--- src/rtl/epd_pkg.sv ---
// Shared constants, types and helper functions of the ellipse point and derivative evaluator.
// No dependencies; used by every module in rtl/.
package epd_pkg;

	// default number of CORDIC cells
	localparam int CORDIC_STAGES_DEF = 18;

	// CORDIC datapath width (Q30 with headroom)
	localparam int CW = 34;

	// angle constants in Q30
	localparam logic signed [35:0] TWO_PI_Q30  = 36'sd6746518852;
	localparam logic signed [35:0] PI_Q30      = 36'sd3373259426;
	localparam logic signed [35:0] HALF_PI_Q30 = 36'sd1686629713;
	localparam logic signed [CW-1:0] ONE_Q30   = 34'sd1073741824;

	// reciprocal of two pi, scaled by 2^30; estimate quotient = (angle * RECIP) >> 46
	localparam logic [63:0] RECIP_FULL = 64'd1152921504606846976 / 64'd6746518852;
	localparam logic [28:0] RECIP = RECIP_FULL[28:0];

	// reciprocal of the squared gain after each stage that still changes it (Q30)
	localparam logic [63:0] K2_0  = 64'd1 << 30;
	localparam logic [63:0] K2_1  = (K2_0  << 30) / ((64'd1 << 30) + (64'd1 << 30));
	localparam logic [63:0] K2_2  = (K2_1  << 30) / ((64'd1 << 30) + (64'd1 << 28));
	localparam logic [63:0] K2_3  = (K2_2  << 30) / ((64'd1 << 30) + (64'd1 << 26));
	localparam logic [63:0] K2_4  = (K2_3  << 30) / ((64'd1 << 30) + (64'd1 << 24));
	localparam logic [63:0] K2_5  = (K2_4  << 30) / ((64'd1 << 30) + (64'd1 << 22));
	localparam logic [63:0] K2_6  = (K2_5  << 30) / ((64'd1 << 30) + (64'd1 << 20));
	localparam logic [63:0] K2_7  = (K2_6  << 30) / ((64'd1 << 30) + (64'd1 << 18));
	localparam logic [63:0] K2_8  = (K2_7  << 30) / ((64'd1 << 30) + (64'd1 << 16));
	localparam logic [63:0] K2_9  = (K2_8  << 30) / ((64'd1 << 30) + (64'd1 << 14));
	localparam logic [63:0] K2_10 = (K2_9  << 30) / ((64'd1 << 30) + (64'd1 << 12));
	localparam logic [63:0] K2_11 = (K2_10 << 30) / ((64'd1 << 30) + (64'd1 << 10));
	localparam logic [63:0] K2_12 = (K2_11 << 30) / ((64'd1 << 30) + (64'd1 << 8));
	localparam logic [63:0] K2_13 = (K2_12 << 30) / ((64'd1 << 30) + (64'd1 << 6));
	localparam logic [63:0] K2_14 = (K2_13 << 30) / ((64'd1 << 30) + (64'd1 << 4));
	localparam logic [63:0] K2_15 = (K2_14 << 30) / ((64'd1 << 30) + (64'd1 << 2));
	localparam logic [63:0] K2_16 = (K2_15 << 30) / ((64'd1 << 30) + (64'd1 << 0));

	// one CORDIC vector travelling down the row of cells
	typedef struct packed {
		logic signed [CW-1:0] x;
		logic signed [CW-1:0] y;
		logic signed [CW-1:0] z;
		logic                 neg;
	} cordic_t;

	// integer square root, digit by digit
	function automatic logic [63:0] isqrt64(input logic [63:0] v);
		logic [63:0] res;
		logic [63:0] bit_w;
		logic [63:0] rem;
		res = '0;
		rem = v;
		bit_w = 64'd1 << 62;
		for (int j = 0; j < 32; j++) begin
			if (bit_w > rem) bit_w = bit_w >> 2;
		end
		for (int j = 0; j < 32; j++) begin
			if (bit_w != 0) begin
				if (rem >= res + bit_w) begin
					rem = rem - (res + bit_w);
					res = (res >> 1) + bit_w;
				end else begin
					res = res >> 1;
				end
				bit_w = bit_w >> 2;
			end
		end
		return res;
	endfunction

	// start value of x: reciprocal of the CORDIC gain in Q30 for n cells, n of 8 or more
	function automatic logic [CW-1:0] gain_q30(input int n);
		logic [63:0] k2;
		logic [63:0] g;
		case (n)
			8:       k2 = K2_8;
			9:       k2 = K2_9;
			10:      k2 = K2_10;
			11:      k2 = K2_11;
			12:      k2 = K2_12;
			13:      k2 = K2_13;
			14:      k2 = K2_14;
			15:      k2 = K2_15;
			default: k2 = K2_16;
		endcase
		g = isqrt64(k2 << 30);
		return g[CW-1:0];
	endfunction

	// micro-rotation angle atan(2^-i) in Q30
	function automatic logic [CW-1:0] atan_q30(input int i);
		logic [CW-1:0] a;
		case (i)
			0:       a = 34'd843314857;
			1:       a = 34'd497837829;
			2:       a = 34'd263043837;
			3:       a = 34'd133525159;
			4:       a = 34'd67021687;
			5:       a = 34'd33543516;
			6:       a = 34'd16775851;
			7:       a = 34'd8388437;
			8:       a = 34'd4194283;
			9:       a = 34'd2097149;
			default: a = (i <= 30) ? (34'd1 << (30 - i)) : '0;
		endcase
		return a;
	endfunction

	// saturate to signed 32 bits
	function automatic logic [31:0] sat32(input logic signed [36:0] v);
		logic [31:0] r;
		if (v > 37'sd2147483647)       r = 32'h7FFF_FFFF;
		else if (v < -37'sd2147483648) r = 32'h8000_0000;
		else                           r = v[31:0];
		return r;
	endfunction

endpackage

--- src/rtl/epd_reduce.sv ---
// Angle reduction pipeline: Q16.16 angle to a Q30 CORDIC start vector in [-pi/2, pi/2].
// Depends on epd_pkg.
module epd_reduce #(
	parameter int CORDIC_STAGES = epd_pkg::CORDIC_STAGES_DEF
) (
	input  logic                  clk,
	input  logic                  arst_n,
	input  logic                  in_valid,
	output logic                  in_ready,
	input  logic signed [31:0]    angle,
	output logic                  out_valid,
	input  logic                  out_ready,
	output epd_pkg::cordic_t      out_data
);

	localparam logic [epd_pkg::CW-1:0] GAIN = epd_pkg::gain_q30(CORDIC_STAGES);

	logic vld_s1, vld_s2, vld_s3, vld_s4, vld_s5;
	logic rdy1, rdy2, rdy3, rdy4, rdy5;

	logic signed [31:0] a_s1, a_s2;
	logic signed [13:0] q_s2;
	logic signed [35:0] rem_s3, r_s4;
	logic signed [epd_pkg::CW-1:0] z_s5;
	logic neg_s5;

	logic signed [61:0] prod_w;
	logic signed [47:0] r48_w;
	logic signed [49:0] qt_w;
	logic signed [47:0] rem48_w;
	logic signed [35:0] fix_w;
	logic signed [35:0] t_w;
	logic neg_w;

	// ready ripples back from the CORDIC row
	assign rdy5 = !vld_s5 || out_ready;
	assign rdy4 = !vld_s4 || rdy5;
	assign rdy3 = !vld_s3 || rdy4;
	assign rdy2 = !vld_s2 || rdy3;
	assign rdy1 = !vld_s1 || rdy2;
	assign in_ready = rdy1;

	// valid bits
	always_ff @(posedge clk or negedge arst_n) begin
		if (!arst_n) begin
			vld_s1 <= 1'b0;
			vld_s2 <= 1'b0;
			vld_s3 <= 1'b0;
			vld_s4 <= 1'b0;
			vld_s5 <= 1'b0;
		end else begin
			if (rdy1) vld_s1 <= in_valid;
			if (rdy2) vld_s2 <= vld_s1;
			if (rdy3) vld_s3 <= vld_s2;
			if (rdy4) vld_s4 <= vld_s3;
			if (rdy5) vld_s5 <= vld_s4;
		end
	end

	// quotient estimate by reciprocal multiply
	assign prod_w = a_s1 * $signed({1'b0, epd_pkg::RECIP});

	// remainder against the estimate, within one period either side
	assign r48_w   = {{2{a_s2[31]}}, a_s2, 14'b0};
	assign qt_w    = q_s2 * epd_pkg::TWO_PI_Q30;
	assign rem48_w = r48_w - qt_w[47:0];

	// correct into [0, 2pi)
	always_comb begin
		if (rem_s3 < 0)                           fix_w = rem_s3 + epd_pkg::TWO_PI_Q30;
		else if (rem_s3 >= epd_pkg::TWO_PI_Q30)   fix_w = rem_s3 - epd_pkg::TWO_PI_Q30;
		else                                      fix_w = rem_s3;
	end

	// fold into [-pi/2, pi/2], remember the half-turn
	always_comb begin
		t_w = r_s4;
		neg_w = 1'b0;
		if (t_w > epd_pkg::PI_Q30) t_w = t_w - epd_pkg::TWO_PI_Q30;
		if (t_w > epd_pkg::HALF_PI_Q30) begin
			t_w = t_w - epd_pkg::PI_Q30;
			neg_w = 1'b1;
		end else if (t_w < -epd_pkg::HALF_PI_Q30) begin
			t_w = t_w + epd_pkg::PI_Q30;
			neg_w = 1'b1;
		end
	end

	// payload registers
	always_ff @(posedge clk) begin
		if (rdy1) a_s1 <= angle;
		if (rdy2) begin
			a_s2 <= a_s1;
			q_s2 <= prod_w[59:46];
		end
		if (rdy3) rem_s3 <= rem48_w[35:0];
		if (rdy4) r_s4 <= fix_w;
		if (rdy5) begin
			z_s5 <= t_w[epd_pkg::CW-1:0];
			neg_s5 <= neg_w;
		end
	end

	assign out_valid = vld_s5;
	assign out_data.x = GAIN;
	assign out_data.y = '0;
	assign out_data.z = z_s5;
	assign out_data.neg = neg_s5;

	// corrected remainder lies within one period
	a_rem_range: assert property (@(posedge clk) disable iff (!arst_n)
		vld_s4 |-> (r_s4 >= 0 && r_s4 < epd_pkg::TWO_PI_Q30))
		else $error("reduced angle outside one period");

	// estimate is never off by more than one period
	a_est_range: assert property (@(posedge clk) disable iff (!arst_n)
		vld_s3 |-> (rem_s3 >= -epd_pkg::TWO_PI_Q30 && rem_s3 < 2 * epd_pkg::TWO_PI_Q30))
		else $error("quotient estimate off by more than one");

	// CORDIC input within the convergence range
	a_z_range: assert property (@(posedge clk) disable iff (!arst_n)
		vld_s5 |-> (z_s5 >= -epd_pkg::HALF_PI_Q30 && z_s5 <= epd_pkg::HALF_PI_Q30))
		else $error("CORDIC angle outside half-turn range");

endmodule

--- config.mk ---
export PLATFORM = sky130hd
export DESIGN_NAME = epd_reduce
export DESIGN_NICKNAME = d
export VERILOG_FILES = /design/src/rtl/epd_pkg.sv /design/src/rtl/epd_reduce.sv
export SDC_FILE = /design/constraint.sdc
export NUM_CORES = 2
export LEC_CHECK = 0
export ABC_CLOCK_PERIOD_IN_PS = 14570
export BUFFER_PORTS_ARGS = -buffer_cell sky130_fd_sc_hd__buf_2
export CAP_MARGIN = 20
export CORE_MARGIN = 2
export CORE_UTILIZATION = 45
export DETAILED_ROUTE_END_ITERATION = 10
export GPL_TIMING_DRIVEN = 0
export PLACE_DENSITY = 0.7
export SETUP_SLACK_MARGIN = 0.2
export SYNTH_ARGS = -nofsm -noshare
export SYNTH_HDL_FRONTEND = slang
export SYNTH_SLANG_ARGS = --single-unit
--- constraint.sdc ---
create_clock -name clk -period 14.57 [get_ports clk]
set_input_delay 0.7285 -clock clk [delete_from_list [all_inputs] [get_ports clk]]
set_output_delay 0.7285 -clock clk [all_outputs]
set_load 0.01 [all_outputs]
== After elaboration in Yosys (flattened, before gate mapping) ==
Index checks and enable logic that the tools add are counted.
Word-level totals
  register bits after elaboration: 180
  input bits: 36
  output and inout port bits: 105
  logic and storage cells: 41
Cells by class
  magnitude comparators: 5
  add/subtract/negate cells: 6
  $mul: 2
  mux-type cells: 6
  reduce and logical (&&, ||, !) cells: 10
Operators with widths (count)
  36-bit 2-to-1 mux: 3
  36-bit by 34-bit subtractor with 36-bit output (second input constant): 2
  34-bit 2-to-1 mux: 2
  32-bit by 28-bit multiplier with 59-bit output (second input constant): 1
  36-bit by 34-bit adder with 36-bit output (second input constant): 1
  36-bit by 34-bit >= comparator with 1-bit output (second input constant): 1
  36-bit by 32-bit greater-than comparator with 1-bit output (second input constant): 1
  36-bit by 33-bit greater-than comparator with 1-bit output (second input constant): 1
  36-bit by 1-bit < comparator with 1-bit output (second input constant): 1
  36-bit by 32-bit < comparator with 1-bit output (second input constant): 1
  36-bit subtractor: 1
  34-bit by 33-bit adder with 34-bit output (second input constant): 1
  14-bit by 32-bit multiplier with 34-bit output (second input constant): 1
  34-bit by 33-bit subtractor with 34-bit output (second input constant): 1
  1-bit zero test: 5
  1-bit logical OR: 5
  1-bit 2-to-1 mux: 1

== Depth between registers and ports, before layout ==
  depth in word-level cells: 6
  mapped depth: 31
  mapped depth without buffers: 31

== Least setup slack after synthesis ==
No wires, ideal clock.
  path type: register to register
  start point: register a_s1[31]
  end point: register q_s2[13] (data pin)
  clock period less this slack: 7.423 ns
  library setup time: 0.260 ns
  path buffers: 0
  stages on the path, launching flop included: 23
  data required time: 14.310 ns
  arrival: 7.163 ns
  setup slack: 7.147 ns
  cell sequence: edfxtp_1 -> ha_1 -> fa_1 -> inv_1 -> fa_1 -> fa_1 -> inv_1 -> fa_1 -> fa_1 -> inv_1 -> fa_1 -> ha_1 -> inv_1 -> o221ai_1 -> a41oi_1 -> o21ai_0 -> a211oi_1 -> a2111o_1 -> a21oi_1 -> o41ai_1 -> o2111ai_1 -> a31oi_1 -> xnor2_1
On the way
  cells in the longest elaborated chain, start to end: 1
RTL lines
  start, declared: RTL line epd_reduce.sv:21  | logic signed [31:0] a_s1, a_s2;
  start signal, assigned: RTL line epd_reduce.sv:91  | if (rdy1) a_s1 <= angle;
  32-bit by 28-bit multiplier with 59-bit output: RTL line epd_reduce.sv:61  | assign prod_w = a_s1 * $signed({1'b0, epd_pkg::RECIP});
  via prod_w[59]: RTL line epd_reduce.sv:27  | logic signed [61:0] prod_w;
  end signal, assigned: RTL line epd_reduce.sv:94  | q_s2 <= prod_w[59:46];
  end, declared: RTL line epd_reduce.sv:22  | logic signed [13:0] q_s2;
The timed path passes the listed nets, and every way through them passes these cells.
A chain may end at the register's enable or synchronous reset.

== Worst setup path after layout ==
  start point: register q_s2[1]
  end point: register rem_s3[35] (data pin)
On the way
  cells in the longest elaborated chain, start to end: 2
RTL lines
  14-bit by 32-bit multiplier with 34-bit output: RTL line epd_reduce.sv:65  | assign qt_w = q_s2 * epd_pkg::TWO_PI_Q30;
  36-bit subtractor: RTL line epd_reduce.sv:66  | assign rem48_w = r48_w - qt_w[47:0];
  via rem48_w[35]: RTL line epd_reduce.sv:30  | logic signed [47:0] rem48_w;
  end signal, assigned: RTL line epd_reduce.sv:96  | if (rdy3) rem_s3 <= rem48_w[35:0];
  end, declared: RTL line epd_reduce.sv:23  | logic signed [35:0] rem_s3, r_s4;
The timed path passes the listed nets, and every way through them passes these cells.

==> metrics <==
worst slew pin tran=1.09 ns; Min-Delay Path Class=input port to async pin; sequential-to-total area share from yosys stat=16.0%; vias per cell=5.23; height of the die=273 µm; CP Buf/Inv Count=6; ys async rst share=approximately 2.9%; PortBufs=71; core area=71500 µm²; Finish-stage setup viols=0; clk_lat worst skew=0.46 ns; Top delay family on crit path=adder cells; setup bufs post-CTS=0; vias in the first global route=23900; Worst path max stage delay=0.70 ns; # nets final=4434; Synth-to-Final Area Change=7.82%; Max Slew Vio Count=0; Routed WL per cell=between 15 and 20 µm; Fin Setup TNS=0 ns; share of cells above drive strength 1=under 10%; CP Data Required Time=14.82 ns; DR pass1 iterations=5; Clock Skew=roughly 0.016 ns; most common cell after layout, fill and taps aside=inv_1; most used cell, CP=inv_1; WS Path Type=flip-flop to flip-flop; antenna violations before repair=8; Yosys top cell by area=fa_1; top fanout value on the critical path=9; Residual DRC=0; Sink Count=174; Synth Register Bits=around 170; fillers=6627; ANT nets after route=0; count of different cell masters after synthesis=105; reg2reg start=q_s2[1]$_DFFE_PP_; Netlist Area Pre-Place=32500 µm²; CP Launch Type=flip-flop; Hold-fix buffers, CTS=0; TritonCTS clock tree=done; Rows=between 90 and 100; Post-synth EDFFs=169; fmax=115 MHz; top post-synthesis cells by area=fa_1, ha_1, edfxtp_1; Final Wtd Congestion=between 0.9 and 1; Post-Route WL=roughly 77 mm; Most used DFF post-synth=edfxtp_1; Hold Vio Cnt, Final=0; overflow left after global routing=0; DP Wirelength=approximately 66 mm; share of the synthesized area in the top cell type=29.3%; Initial Util=45.5%; status=complete, no violations; first-pass GRT wire length=126 mm; RSZ-0062 raised after global routing=false; CP endpoint kind=flip-flop; Clk Tree Root Cell=clkbuf_16; Die Area=74400 µm²; # resized after CTS=0; Max transition margin=26.6%; H-Tree Depth=4; Boundary Pins=roughly 140; largest net degree at the start of global routing=36; Die X=273 µm; FF-to-FF setup slack=5.88 ns; Syn. warnings=0; Post-Syn Instances=3311; final worst path period need=slightly below 9 ns; slowest CP cell=a2111oi_0; most frequent cells in the layout=inv_1, fa_1, ha_1; Num CTS Buffers=17; r2r endpoint=rem_s3[35]$_DFFE_PP_; syn_area_per_cell=9.82 µm²; CTS max path bufs=2; max cap viols=0; DR iter-0 viols=1441; critical path data arrival time=8.93 ns; clock transition at the registers of the reported paths=0.07 ns; overall routing resource usage=21.5%; crit share post-route=59.6%; routed vias=approximately 23000; reg2reg path depth=30
==> cells by family after synthesis <==
family                     after synthesis  share of synthesized area (%)
DFF                                    174                           16.0
other                                    2                         0.0231
AOI/OAI and AO/OA                      520                           11.4
xor gates and xnor gates               205                           5.55
adders and majority gates              923                           46.5
and+or+nand+nor                        522                           8.17
buffers and inverters                  951                           11.9
muxes                                   14                          0.454
==> worst reg2reg max path: cells and delay by family (launching register included) <==
kind            cells  cell delay [ns]
compound gates     11             2.52
xor+xnor            3             0.60
buf+inv             6             0.64
fa+ha+maj           8             3.70
simple gates        2             0.35
flops               1             0.67
==> routing by layer <==
| metal | share of wire (%) | vias up | wire length [µm] | global-route usage [%] |
|---|---|---|---|---|
| li1 | - | 11100 | - | - |
| met5 | 0 | - | 0 | 0 |
| met2 | 49 | 616 | 38100 | 37.5 |
| met3 | 4.9 | 113 | 3820 | 2.05 |
| met1 | 43 | 11500 | 33600 | 28.9 |
| met4 | 2.4 | 0 | 1860 | 5.47 |
==> area by class of cell <==
type | count | area [µm²] | share of cell area [%]
Multi-Input combinational cell | 2253 | 23700 | 67.6
Antenna cell | 4 | 10.0 | 0.0286
Sequential cell | 174 | 5200 | 14.8
Clock inverter | 13 | 155 | 0.443
Timing Repair Buffer | 78 | 500 | 1.43
Inverter | 802 | 3010 | 8.59
Clock buffer | 18 | 429 | 1.22
Tap cell | 950 | 1190 | 3.39
Buffer | 149 | 861 | 2.46
==> sequential cells by signal (all words and copies together) (netlist names) <==
| register | flops |
|---|---|
| z_s5 | 33 |
| vld_s1 | 1 |
| rem_s3 | 34 |
| q_s2 | 14 |
| r_s4 | 34 |
| out_valid | 1 |
| a_s1 | 32 |
| vld_s4 | 1 |
| a_s2 | 22 |
| vld_s3 | 1 |
| vld_s2 | 1 |
==> metrics by stage <==
stage	cell area, µm²	setup WS (ns)	instances	util, %	hold slack (ns)
global placement	34300	5.33	4399	48.0	0.461
CTS	35000	5.90	4437	49.0	0.0679
global route	35000	5.39	4437	49.0	0.0705
detailed placement	34500	5.95	4406	48.2	0.472
floorplan	32800	7.15	3378	-	0.433
finish	35000	5.88	4441	49.0	0.0762
==> worst max path at each step <==
stage               cells after the start                from                    to
floorplan                              22  a_s1[31]$_DFFE_PP_    q_s2[13]$_DFFE_PP_
global placement                       22  a_s1[31]$_DFFE_PP_    q_s2[13]$_DFFE_PP_
detailed placement                     30   q_s2[1]$_DFFE_PP_  rem_s3[35]$_DFFE_PP_
CTS                                    30   q_s2[1]$_DFFE_PP_  rem_s3[35]$_DFFE_PP_
global route                           30   q_s2[0]$_DFFE_PP_  rem_s3[35]$_DFFE_PP_
finish                                 30   q_s2[1]$_DFFE_PP_  rem_s3[35]$_DFFE_PP_
==> synthesized netlist by cell type, drive strengths merged (8+ instances only) <==
library cell / instances
a221oi: 11
a21boi: 8
o21a: 28
and2: 16
or3: 14
o2111ai: 10
and3: 11
inv: 801
or4: 11
o21bai: 9
a21oi: 112
or2: 18
nand4: 16
mux2i: 8
o32ai: 11
a21o: 38
buf: 86
a211oi: 25
nor4: 23
nand2b: 23
nand3: 54
fa: 476
o21ai: 88
nor2: 124
o22ai: 19
a31oi: 27
ha: 447
nor3: 46
clkbuf: 63
nand2: 122
o31ai: 16
o211ai: 17
xnor2: 140
edfxtp: 169
xor2: 65
nor2b: 16
Power is not shown: default switching activity piles up to over one toggle a cycle in this logic, so the estimate is an artifact.
