### src/rtl/epd_pkg.sv
// Shared constants, types and helper functions of the ellipse point and derivative evaluator.
// No dependencies; used by every module in rtl/.
package epd_pkg;

	// default number of CORDIC cells
	localparam int CORDIC_STAGES_DEF = 18;

	// CORDIC datapath width (Q30 with headroom)
	localparam int CW = 34;

	// angle constants in Q30
	localparam logic signed [35:0] TWO_PI_Q30  = 36'sd6746518852;
	localparam logic signed [35:0] PI_Q30      = 36'sd3373259426;
	localparam logic signed [35:0] HALF_PI_Q30 = 36'sd1686629713;
	localparam logic signed [CW-1:0] ONE_Q30   = 34'sd1073741824;

	// reciprocal of two pi, scaled by 2^30; estimate quotient = (angle * RECIP) >> 46
	localparam logic [63:0] RECIP_FULL = 64'd1152921504606846976 / 64'd6746518852;
	localparam logic [28:0] RECIP = RECIP_FULL[28:0];

	// reciprocal of the squared gain after each stage that still changes it (Q30)
	localparam logic [63:0] K2_0  = 64'd1 << 30;
	localparam logic [63:0] K2_1  = (K2_0  << 30) / ((64'd1 << 30) + (64'd1 << 30));
	localparam logic [63:0] K2_2  = (K2_1  << 30) / ((64'd1 << 30) + (64'd1 << 28));
	localparam logic [63:0] K2_3  = (K2_2  << 30) / ((64'd1 << 30) + (64'd1 << 26));
	localparam logic [63:0] K2_4  = (K2_3  << 30) / ((64'd1 << 30) + (64'd1 << 24));
	localparam logic [63:0] K2_5  = (K2_4  << 30) / ((64'd1 << 30) + (64'd1 << 22));
	localparam logic [63:0] K2_6  = (K2_5  << 30) / ((64'd1 << 30) + (64'd1 << 20));
	localparam logic [63:0] K2_7  = (K2_6  << 30) / ((64'd1 << 30) + (64'd1 << 18));
	localparam logic [63:0] K2_8  = (K2_7  << 30) / ((64'd1 << 30) + (64'd1 << 16));
	localparam logic [63:0] K2_9  = (K2_8  << 30) / ((64'd1 << 30) + (64'd1 << 14));
	localparam logic [63:0] K2_10 = (K2_9  << 30) / ((64'd1 << 30) + (64'd1 << 12));
	localparam logic [63:0] K2_11 = (K2_10 << 30) / ((64'd1 << 30) + (64'd1 << 10));
	localparam logic [63:0] K2_12 = (K2_11 << 30) / ((64'd1 << 30) + (64'd1 << 8));
	localparam logic [63:0] K2_13 = (K2_12 << 30) / ((64'd1 << 30) + (64'd1 << 6));
	localparam logic [63:0] K2_14 = (K2_13 << 30) / ((64'd1 << 30) + (64'd1 << 4));
	localparam logic [63:0] K2_15 = (K2_14 << 30) / ((64'd1 << 30) + (64'd1 << 2));
	localparam logic [63:0] K2_16 = (K2_15 << 30) / ((64'd1 << 30) + (64'd1 << 0));

	// one CORDIC vector travelling down the row of cells
	typedef struct packed {
		logic signed [CW-1:0] x;
		logic signed [CW-1:0] y;
		logic signed [CW-1:0] z;
		logic                 neg;
	} cordic_t;

	// integer square root, digit by digit
	function automatic logic [63:0] isqrt64(input logic [63:0] v);
		logic [63:0] res;
		logic [63:0] bit_w;
		logic [63:0] rem;
		res = '0;
		rem = v;
		bit_w = 64'd1 << 62;
		for (int j = 0; j < 32; j++) begin
			if (bit_w > rem) bit_w = bit_w >> 2;
		end
		for (int j = 0; j < 32; j++) begin
			if (bit_w != 0) begin
				if (rem >= res + bit_w) begin
					rem = rem - (res + bit_w);
					res = (res >> 1) + bit_w;
				end else begin
					res = res >> 1;
				end
				bit_w = bit_w >> 2;
			end
		end
		return res;
	endfunction

	// start value of x: reciprocal of the CORDIC gain in Q30 for n cells, n of 8 or more
	function automatic logic [CW-1:0] gain_q30(input int n);
		logic [63:0] k2;
		logic [63:0] g;
		case (n)
			8:       k2 = K2_8;
			9:       k2 = K2_9;
			10:      k2 = K2_10;
			11:      k2 = K2_11;
			12:      k2 = K2_12;
			13:      k2 = K2_13;
			14:      k2 = K2_14;
			15:      k2 = K2_15;
			default: k2 = K2_16;
		endcase
		g = isqrt64(k2 << 30);
		return g[CW-1:0];
	endfunction

	// micro-rotation angle atan(2^-i) in Q30
	function automatic logic [CW-1:0] atan_q30(input int i);
		logic [CW-1:0] a;
		case (i)
			0:       a = 34'd843314857;
			1:       a = 34'd497837829;
			2:       a = 34'd263043837;
			3:       a = 34'd133525159;
			4:       a = 34'd67021687;
			5:       a = 34'd33543516;
			6:       a = 34'd16775851;
			7:       a = 34'd8388437;
			8:       a = 34'd4194283;
			9:       a = 34'd2097149;
			default: a = (i <= 30) ? (34'd1 << (30 - i)) : '0;
		endcase
		return a;
	endfunction

	// saturate to signed 32 bits
	function automatic logic [31:0] sat32(input logic signed [36:0] v);
		logic [31:0] r;
		if (v > 37'sd2147483647)       r = 32'h7FFF_FFFF;
		else if (v < -37'sd2147483648) r = 32'h8000_0000;
		else                           r = v[31:0];
		return r;
	endfunction

endpackage

### src/rtl/epd_cordic_cell.sv
// One rotation-mode CORDIC cell: a single micro-rotation and its stage register.
// Depends on epd_pkg.
module epd_cordic_cell #(
	parameter int IDX = 0
) (
	input  logic             clk,
	input  logic             arst_n,
	input  logic             in_valid,
	output logic             in_ready,
	input  epd_pkg::cordic_t in_data,
	output logic             out_valid,
	input  logic             out_ready,
	output epd_pkg::cordic_t out_data
);

	localparam logic signed [epd_pkg::CW-1:0] ATAN = epd_pkg::atan_q30(IDX);

	logic vld_q;
	epd_pkg::cordic_t data_q;
	epd_pkg::cordic_t nxt_w;
	logic signed [epd_pkg::CW-1:0] dx_w, dy_w;

	assign in_ready = !vld_q || out_ready;

	// micro-rotation toward zero residual angle
	assign dx_w = in_data.y >>> IDX;
	assign dy_w = in_data.x >>> IDX;
	always_comb begin
		nxt_w.neg = in_data.neg;
		if (in_data.z >= 0) begin
			nxt_w.x = in_data.x - dx_w;
			nxt_w.y = in_data.y + dy_w;
			nxt_w.z = in_data.z - ATAN;
		end else begin
			nxt_w.x = in_data.x + dx_w;
			nxt_w.y = in_data.y - dy_w;
			nxt_w.z = in_data.z + ATAN;
		end
	end

	always_ff @(posedge clk or negedge arst_n) begin
		if (!arst_n) vld_q <= 1'b0;
		else if (in_ready) vld_q <= in_valid;
	end

	always_ff @(posedge clk) begin
		if (in_ready) data_q <= nxt_w;
	end

	assign out_valid = vld_q;
	assign out_data = data_q;

endmodule

### config.mk
export PLATFORM = sky130hd
export DESIGN_NAME = epd_cordic_cell
export DESIGN_NICKNAME = d
export VERILOG_FILES = /design/src/rtl/epd_pkg.sv /design/src/rtl/epd_cordic_cell.sv
export SDC_FILE = /design/constraint.sdc
export NUM_CORES = 1
export LEC_CHECK = 0
export BUFFER_PORTS_ARGS = -buffer_cell sky130_fd_sc_hd__clkbuf_2
export CORE_AREA = 3 3 148 293
export CTS_CLUSTER_DIAMETER = 40
export DETAILED_ROUTE_END_ITERATION = 10
export DIE_AREA = 0 0 151 296
export HOLD_SLACK_MARGIN = 0.02
export SLEW_MARGIN = 20
export SYNTH_ARGS = -nofsm -noshare
export SYNTH_HDL_FRONTEND = slang
export SYNTH_SLANG_ARGS = --single-unit
### constraint.sdc
create_clock -name clk -period 3.9 [get_ports clk]
set_input_delay 0.195 -clock clk [delete_from_list [all_inputs] [get_ports clk]]
set_output_delay 0.195 -clock clk [all_outputs]
set_load 0.03 [all_outputs]
**Word level (Yosys, flattened, before mapping)**

Cells that the tools add are included.

- Register bits after elaboration: 104
- Input bits: 107
- Output and inout bits: 105
- Word-level logic and storage cells: 14

- Add/sub/neg operators: 5
- $lt $le $gt $ge: 1
- Multiplexer cells: 1
- Reductions and logical operators: 2

Operators with widths:

| cell | count |
|---|---|
| $mux 102 | 1 |
| $sub 34x34->34 | 2 |
| $add 34x31->34 const B | 1 |
| $add 34x34->34 | 1 |
| $ge 34x1->1 const B | 1 |
| $sub 34x31->34 const B | 1 |
| $logic_not 1->1 | 1 |
| $logic_or 1x1->1 | 1 |

**Logic depth before layout (Yosys ltp)**

Gate-level depths: netlist of the first run.

- Depth after elaboration: 2
- Mapped depth: 21
- Mapped depth without buffers: 19

**Worst setup path after synthesis of the first run**

Ideal clock, no wire load.

- Path type: input-to-reg
- From: in in_data[34] in the netlist's numbering
- To: reg data_q, in the netlist out_data[33], data pin
- Setup time: 0.273 ns
- Data arrival time: 4.500 ns
- Required time: 3.627 ns
- Slack: -0.873 ns
- Cell stages on the path: 20
- Cell sequence: inv_1 > ha_1 > nor4b_1 > nand4_1 > nor4_1 > and4_1 > nand2b_1 > clkbuf_1 > clkbuf_1 > ha_1 > nor2b_1 > o31a_1 > nor4_1 > o21ai_1 > a32o_1 > a21o_1 > o311a_1 > o31ai_1 > a21o_1 > a311oi_1

RTL lines:

| what | line | text |
|---|---|---|
| start: declaration | epd_cordic_cell.sv:10 | `input epd_pkg::cordic_t in_data,` |
| end signal: assignment | epd_cordic_cell.sv:47 | `if (in_ready) data_q <= nxt_w;` |
| end: declaration | epd_cordic_cell.sv:19 | `epd_pkg::cordic_t data_q;` |

==> insert_results.sql, run 1 <==
INSERT INTO impl_metrics (metric_group, metric, value, unit) VALUES
('route', 'drtAntennaViolNets', '0', ''),
('setup_path', 'cp.required', '4.05', 'ns'),
('sta', 'rsz0062_at_grt', 'true', ''),
('setup_path', 'timing.critical_path.cells', 'clkbuf_2 > or4_1 > nor4_1 > and4_1 > nand2b_4 > inv_2 > buf_4 > ha_4 > buf_4 > o2111a_1 > a21oi_2 > o21ai_2 > a32o_2 > a21o_1 > o311a_1 > o31ai_4 > a2111oi_2 > a311oi_1', ''),
('sta', 'finalCritPeriodShare', '98.5', '%'),
('grt', 'grt_start_max_net_pins', '63', ''),
('finish', 'layout.cell_area.non_filler', '13100', 'µm²'),
('die', 'die-height', '296', 'µm'),
('setup_path', 'critical-path-top-delay-family', 'compound AO/OA/AOI/OAI gates', ''),
('die', 'std_cell_rows', '105', ''),
('setup_path', 'cp_max_fo', '6', ''),
('yosys', 'synth-edff-count', '102', ''),
('yosys', 'synth-adder-area-share', '16.9', '%'),
('sta', 'fin_skew', '0.0151', 'ns'),
('clock_network', 'path_clk_slew', '0.07', 'ns'),
('run', 'max-cap-violations', '0', ''),
('finish', 'post_route_cells_drive_above_1_share', '25.7', '%'),
('die', 'fp.dieArea', '44700', 'µm²'),
('finish', 'fin_util', '31.9', '%'),
('status', 'run_status', 'complete, no violations', ''),
('finish', 'final_cells', '2011', ''),
('clock_network', 'cts-root-buf', 'clkbuf_16', ''),
('power_and_ir_drop', 'power.static_leakage', '6.03', 'nW'),
('sta', 'hold_slack', '0.127', 'ns'),
('sta', 'slew_violations', '0', ''),
('setup_path', 'cell_type_of_the_slowest_stage_on_the_worst_timing_path', 'or4_1', ''),
('placed_design', 'detailedPlacementHpwl', '31.3', 'mm'),
('grt', 'grt_pass1_wl', '55.5', 'mm'),
('finish', 'fin_nets', '1714', ''),
('placed_design', 'port_buffers', '211', ''),
('placed_design', 'dp.cells', '1991', ''),
('setup_path', 'critical_path.startpoint_type', 'input port', ''),
('setup_path', 'critPathCaptureType', 'flop', ''),
('grt', 'number_of_antenna_violations_at_the_first_check_in_global_routing', '2', ''),
('setup_path', 'criticalPathCategory', 'input port to flop', ''),
('sta', 'setup_tns', '0', 'ns'),
('setup_path', 'max_stage_delay', '0.52', 'ns'),
('yosys', 'ys.flop_type', 'edfxtp_1', ''),
('sta', 'actual_slew_at_the_worst_max_slew_pin', '0.912', 'ns'),
('yosys', 'synth_simple_gate_area_share', '12.9', '%'),
('route', 'vias', '10100', ''),
('sta', 'final.min_clock_period', '3.84', 'ns'),
('grt', 'overflow', '0', ''),
('route', 'initialDrtViolationCount', '535', ''),
('power_and_ir_drop', 'worst_ir_drop_vdd', '0.000191', 'V'),
('yosys', 'asyncSetResetFlopFracSynth', '0.971', '%'),
('hold_path', 'min-delay-path-class', 'input port to async pin', ''),
('route', 'post-route-drc-count', '0', ''),
('sta', 'relSlewSlack', '39.2', '%'),
('setup_path', 'worstPathArrival', '3.99', 'ns'),
('yosys', 'synth.area.mux_share', '1.57', '%'),
('die', 'coreArea', '41300', 'µm²'),
('clock_network', 'cts_made_buffers', '9', ''),
('clock_network', 'deepest_clock_path_buffer_count', '2', ''),
('yosys', 'postSynthNetCount', '1416', ''),
('sta', 'hold_violations', '0', ''),
('yosys', 'synth_cell_types', '72', ''),
('clock_network', 'tritoncts_clock_tree', 'yes', ''),
('route', 'route.final.wire_length', '37.7', 'mm'),
('clock_network', 'cts_sinks', '103', ''),
('yosys', 'ys_ff_latch', '103', ''),
('setup_path', 'worstPathBufferInverterCount', '4', ''),
('yosys', 'syn-mean-instance-area', '8.72', 'µm²'),
('yosys', 'synth-seq-area-share', '30.2', '%'),
('grt', 'first_global_vias', '10300', ''),
('placed_design', 'place_area', '12800', 'µm²'),
('yosys', 'synth.cell_area', '10200', 'µm²'),
('clock_network', 'ctsHtreeMaxLevel', '3', ''),
('placed_design', 'gp_congestion', '0.922', ''),
('clock_network', 'later_pin_clock_latency_in_the_skew_report', '0.39', 'ns'),
('finish', 'area_delta_synth_final', '28.6', '%');
## state kept, by name, summed over array words and instances (netlist names)
register   flops
out_data     102
out_valid      1
## through the flow
step                      power [mW]  worst slack, ns
after floorplan                 2.97          -0.0673
after global placement          3.75           -0.342
after detailed placement        3.76           -0.476
after CTS                       4.74           0.0248
after global routing            4.97          -0.0562
final                           4.70           0.0574
## layout by cell type, fill, tap and decap left out, types with 4 or more instances in the layout
cell,instances
or4_1,5
xor2_1,19
and3_1,8
and2_1,5
ha_4,4
o31ai_1,12
nand2_1,60
nor2_1,88
edfxtp_1,102
mux2i_1,16
o21a_1,18
nor4_1,12
nor2b_1,7
buf_4,120
inv_1,114
ha_1,128
o21ai_0,65
a21o_1,38
nand2b_1,12
or2_2,4
o211ai_1,7
clkbuf_2,211
a211oi_1,14
a221oi_1,7
or3_1,5
fa_1,4
o21bai_1,22
nand4_1,13
a21oi_1,140
nor3_1,23
clkbuf_16,9
xnor2_1,73
o31a_1,9
a31oi_1,6
nand3_1,17
## repair_timing
| item | in CTS | in global routing |
|---|---|---|
| pin swaps | 4 | 2 |
| setup endpoints to repair | 1 | 8 |
| gates resized for setup | 4 | 9 |
| hold buffers | 3 | 0 |
| buffers inserted | 1 | 0 |
| hold endpoints to repair | 3 | 0 |
## report_power, final
group	total [mW]	internal, mW	switching [mW]	leakage [nW]
Clock	0.941	0.492	0.449	0.140
Combinational	2.20	0.777	1.42	4.85
Sequential	1.56	1.49	0.0696	1.04
Total	4.70	2.76	1.94	6.03
## final timing paths
check	startpoint	slack [ns]	cells after the start	to
worst min register to register	out_valid	1.16	2	out_valid
min in group clk	in_data[69]	0.22	3	out_data[35]
max in group asynchronous	arst_n	3.69	2	out_valid
worst max-delay path	in_data[11]	0.06	18	out_data[33]
worst min-delay path	arst_n	0.13	2	out_valid
worst max register to register	out_valid	2.09	2	out_data[25]
## synth_stat cells (5+ instances only)
cell	count	area [µm²]
mux2i_1	16	160
nand2b_1	14	87.6
ha_1	132	1650
nand2_1	60	225
nand4_1	13	81.3
buf_1	11	41.3
o31a_1	9	78.8
a21o_1	38	285
nor2b_1	9	56.3
a31oi_1	7	43.8
nor3_1	23	115
or3_1	5	31.3
a21oi_1	142	711
clkbuf_1	32	120
o21bai_1	22	165
o21ai_0	66	330
o21a_1	18	135
o211ai_1	7	52.6
a211oi_1	16	120
o31ai_1	13	97.6
nor4_1	13	81.3
or4_1	5	37.5
nor2_1	88	330
edfxtp_1	102	3060
a221oi_1	7	61.3
nand3_1	17	85.1
inv_1	115	432
and3_1	8	50.1
xnor2_1	73	639
xor2_1	19	166
and2_1	5	31.3
## layer usage
layer  global-route usage (%)  share of wire [%]  vias up
met5                        0              0.064        -
met4                     9.68                5.7        4
met3                     3.20                5.5      115
met2                     33.2                 56      359
met1                     14.2                 32     4747
li1                         -                  -     4832
## cells by family after synthesis
family / after synthesis
mux: 16
xor+xnor: 92
fa+ha+maj: 136
compound gates: 387
simple gates: 275
buf+inv: 164
flops: 103
## area by class of cell
cell class / instances / area [µm²]
repair buffers: 336 / 2030
multi-input cells: 906 / 6640
clock inverters: 7 / 63.8
flip-flops and latches: 103 / 3090
well taps: 535 / 669
inverters: 115 / 432
fillers: 4363 / 28100
clock buffers: 9 / 225
No activity file was read; power rests on OpenSTA's default activity.
==> inputs of run 2 (changes only) <==
==> constraint.sdc (replaced) <==
create_clock -name clk -period 3.9 [get_ports clk]
set_input_delay 0.78 -clock clk [delete_from_list [all_inputs] [get_ports clk]]
set_output_delay 0.78 -clock clk [all_outputs]
set_load 0.03 [all_outputs]
==> insert_results.sql, run 2 (synthesis gave the netlist of run 1 again) <==
INSERT INTO impl_metrics (metric_group, metric, value, unit) VALUES
('status', 'run_status', 'finished, violations left', ''),
('status', 'failed_checks', 'setup timing', ''),
('clock_network', 'ctsHoldBuffers', '0', ''),
('power_and_ir_drop', 'power.total', '4.99', 'mW'),
('sta', 'fin_skew', '0.0124', 'ns'),
('sta', 'finalCritPeriodShare', '112', '%'),
('sta', 'hold_slack', '0.171', 'ns'),
('sta', 'actual_slew_at_the_worst_max_slew_pin', '0.751', 'ns'),
('finish', 'final_cells', '2172', ''),
('finish', 'leading_cell_type_in_the_layout_fill_and_taps_excluded', 'buf_4', ''),
('setup_path', 'setup.reg_to_reg.worst_slack', '2.49', 'ns'),
('grt', 'grt_start_max_net_pins', '104', ''),
('run', 'max-cap-violations', '0', ''),
('sta', 'slew_violations', '0', ''),
('clock_network', 'cts_sinks', '103', ''),
('sta', 'timing.fmax', '0.229', 'GHz'),
('setup_path', 'cp_max_fo', '4', ''),
('setup_path', 'critical_path.startpoint_type', 'input port', ''),
('clock_network', 'path_clk_slew', '0.08', 'ns'),
('route', 'drtAntennaViolNets', '0', ''),
('power_and_ir_drop', 'power.density', '340', 'nW/µm²'),
('route', 'initialDrtViolationCount', '419', ''),
('route', 'vias_per_cell', '4.89', ''),
('sta', 'relSlewSlack', '49.5', '%'),
('route', 'highest_metal_layer_with_signal_wires', 'met4', ''),
('route', 'detail_route.wl_per_cell', '18.3', 'µm'),
('clock_network', 'deepest_clock_path_buffer_count', '2', ''),
('die', 'fp.dieArea', '44700', 'µm²'),
('sta', 'rsz0062_at_grt', 'true', ''),
('hold_path', 'min-delay-path-class', 'input port to async pin', ''),
('grt', 'grt_pass1_wl', '59.8', 'mm'),
('finish', 'final_cell_mix', 'buf_4, clkbuf_2, a21oi_1, ha_1, inv_1', ''),
('placed_design', 'gp_congestion', '0.927', ''),
('clock_network', 'cts_made_buffers', '9', ''),
('finish', 'fin_nets', '1872', ''),
('route', 'post-route-drc-count', '0', ''),
('placed_design', 'dp.cells', '2142', ''),
('sta', 'post-route-worst-setup-slack', '-0.461', 'ns'),
('route', 'routed-wl-met2', '22.3', 'mm'),
('route', 'routedLengthMet1', '12.5', 'mm'),
('die', 'coreArea', '41300', 'µm²'),
('grt', 'number_of_antenna_violations_at_the_first_check_in_global_routing', '3', ''),
('setup_path', 'critPathCaptureType', 'flop', ''),
('clock_network', 'ctsHtreeMaxLevel', '3', ''),
('clock_network', 'tritoncts_clock_tree', 'yes', ''),
('setup_path', 'cp.required', '4.02', 'ns'),
('power_and_ir_drop', 'power.static_leakage', '6.86', 'nW'),
('die', 'die-height', '296', 'µm'),
('finish', 'largest_reg_flops', '102', ''),
('setup_path', 'criticalPathCategory', 'input port to flop', ''),
('finish', 'area_delta_synth_final', '43.7', '%'),
('finish', 'post_route_cells_drive_above_1_share', '35.5', '%'),
('die', 'std_cell_rows', '105', ''),
('sta', 'report.final.setup_viol', '15', ''),
('die', 'floorplan.die.width', '151', 'µm'),
('die', 'io_pins', '212', ''),
('route', 'vias', '10600', ''),
('setup_path', 'worstPathArrival', '4.48', 'ns'),
('grt', 'first_global_vias', '11200', ''),
('route', 'detailroute.wirelength.met3', '2.13', 'mm'),
('clock_network', 'later_pin_clock_latency_in_the_skew_report', '0.38', 'ns'),
('sta', 'hold_violations', '0', ''),
('die', 'floorplan.initialDensity', '24.8', '%'),
('grt', 'grtUsageTotal', '17.6', '%'),
('route', 'route.final.wire_length', '39.8', 'mm'),
('grt', 'overflow', '0', ''),
('clock_network', 'cts-root-buf', 'clkbuf_16', ''),
('route', 'drt_first_pass_iters', '5', ''),
('placed_design', 'detailedPlacementHpwl', '33.2', 'mm'),
('sta', 'final.min_clock_period', '4.36', 'ns'),
('power_and_ir_drop', 'worst_ir_drop_vdd', '0.000169', 'V'),
('placed_design', 'port_buffers', '211', '');
## run 2: through the flow
step | area [µm²] | setup TNS [ns] | utilization (%) | worst slack [ns]
4_1_cts | 14300 | -2.70 | 34.7 | -0.370
3_5_place_dp | 13900 | -24.10 | 33.8 | -1.08
6_report | 14700 | -3.60 | 35.6 | -0.461
2_1_floorplan | 10400 | -4.59 | - | -0.650
3_3_place_gp | 13900 | -23.33 | 33.8 | -1.00
5_1_grt | 14700 | -5.86 | 35.6 | -0.596
## run 2: critical path: stages
cell and delay (ns):
buf_6 0.09, or4_1 0.52, nor4_1 0.25, and4_1 0.25, nand2b_4 0.16, buf_12 0.12
ha_4 0.19, nor2b_4 0.12, o31a_1 0.26, nor4_2 0.20, o21ai_2 0.14, a32o_2 0.31
a21o_1 0.20, o311a_1 0.33, o31ai_4 0.23, a21o_1 0.21, a311oi_1 0.11
## run 2: routing by layer
metal | global-route usage [%] | vias to the layer above
met2 | 35.3 | 354
met1 | 14.9 | 4977
li1 | - | 5151
met4 | 11.6 | 0
met3 | 3.64 | 143
met5 | 0 | -
## run 2: repair_timing
item,CTS,global route
gates resized for setup,14,53
buffers inserted,4,8
pin swaps,11,24
cloned,0,0
setup endpoints to repair,24,29
## run 2: report_power, final
| group | internal [mW] | switching [mW] |
|---|---|---|
| registers | 1.49 | 0.0669 |
| logic | 0.968 | 1.50 |
| clock network | 0.497 | 0.462 |
## run 2: final timing paths
kind                                   from  depth (start not counted)           end
worst max register to register    out_valid                          2  out_data[55]
worst min register to register    out_valid                          3     out_valid
max in group asynchronous            arst_n                          1     out_valid
worst max-delay path            in_data[16]                         17  out_data[33]
min in group clk                 in_data[0]                          1   out_data[0]
worst min-delay path                 arst_n                          1     out_valid
## run 2: area by class of cell
| type | instances | area [µm²] |
|---|---|---|
| diodes | 3 | 7.51 |
| clock buffers | 10 | 229 |
| clock inverters | 6 | 60.1 |
| fillers | 4247 | 26600 |
| inverters | 115 | 434 |
| multi-input cells | 906 | 6950 |
| flip-flops and latches | 103 | 3090 |
| well taps | 535 | 669 |
| repair buffers | 494 | 3250 |
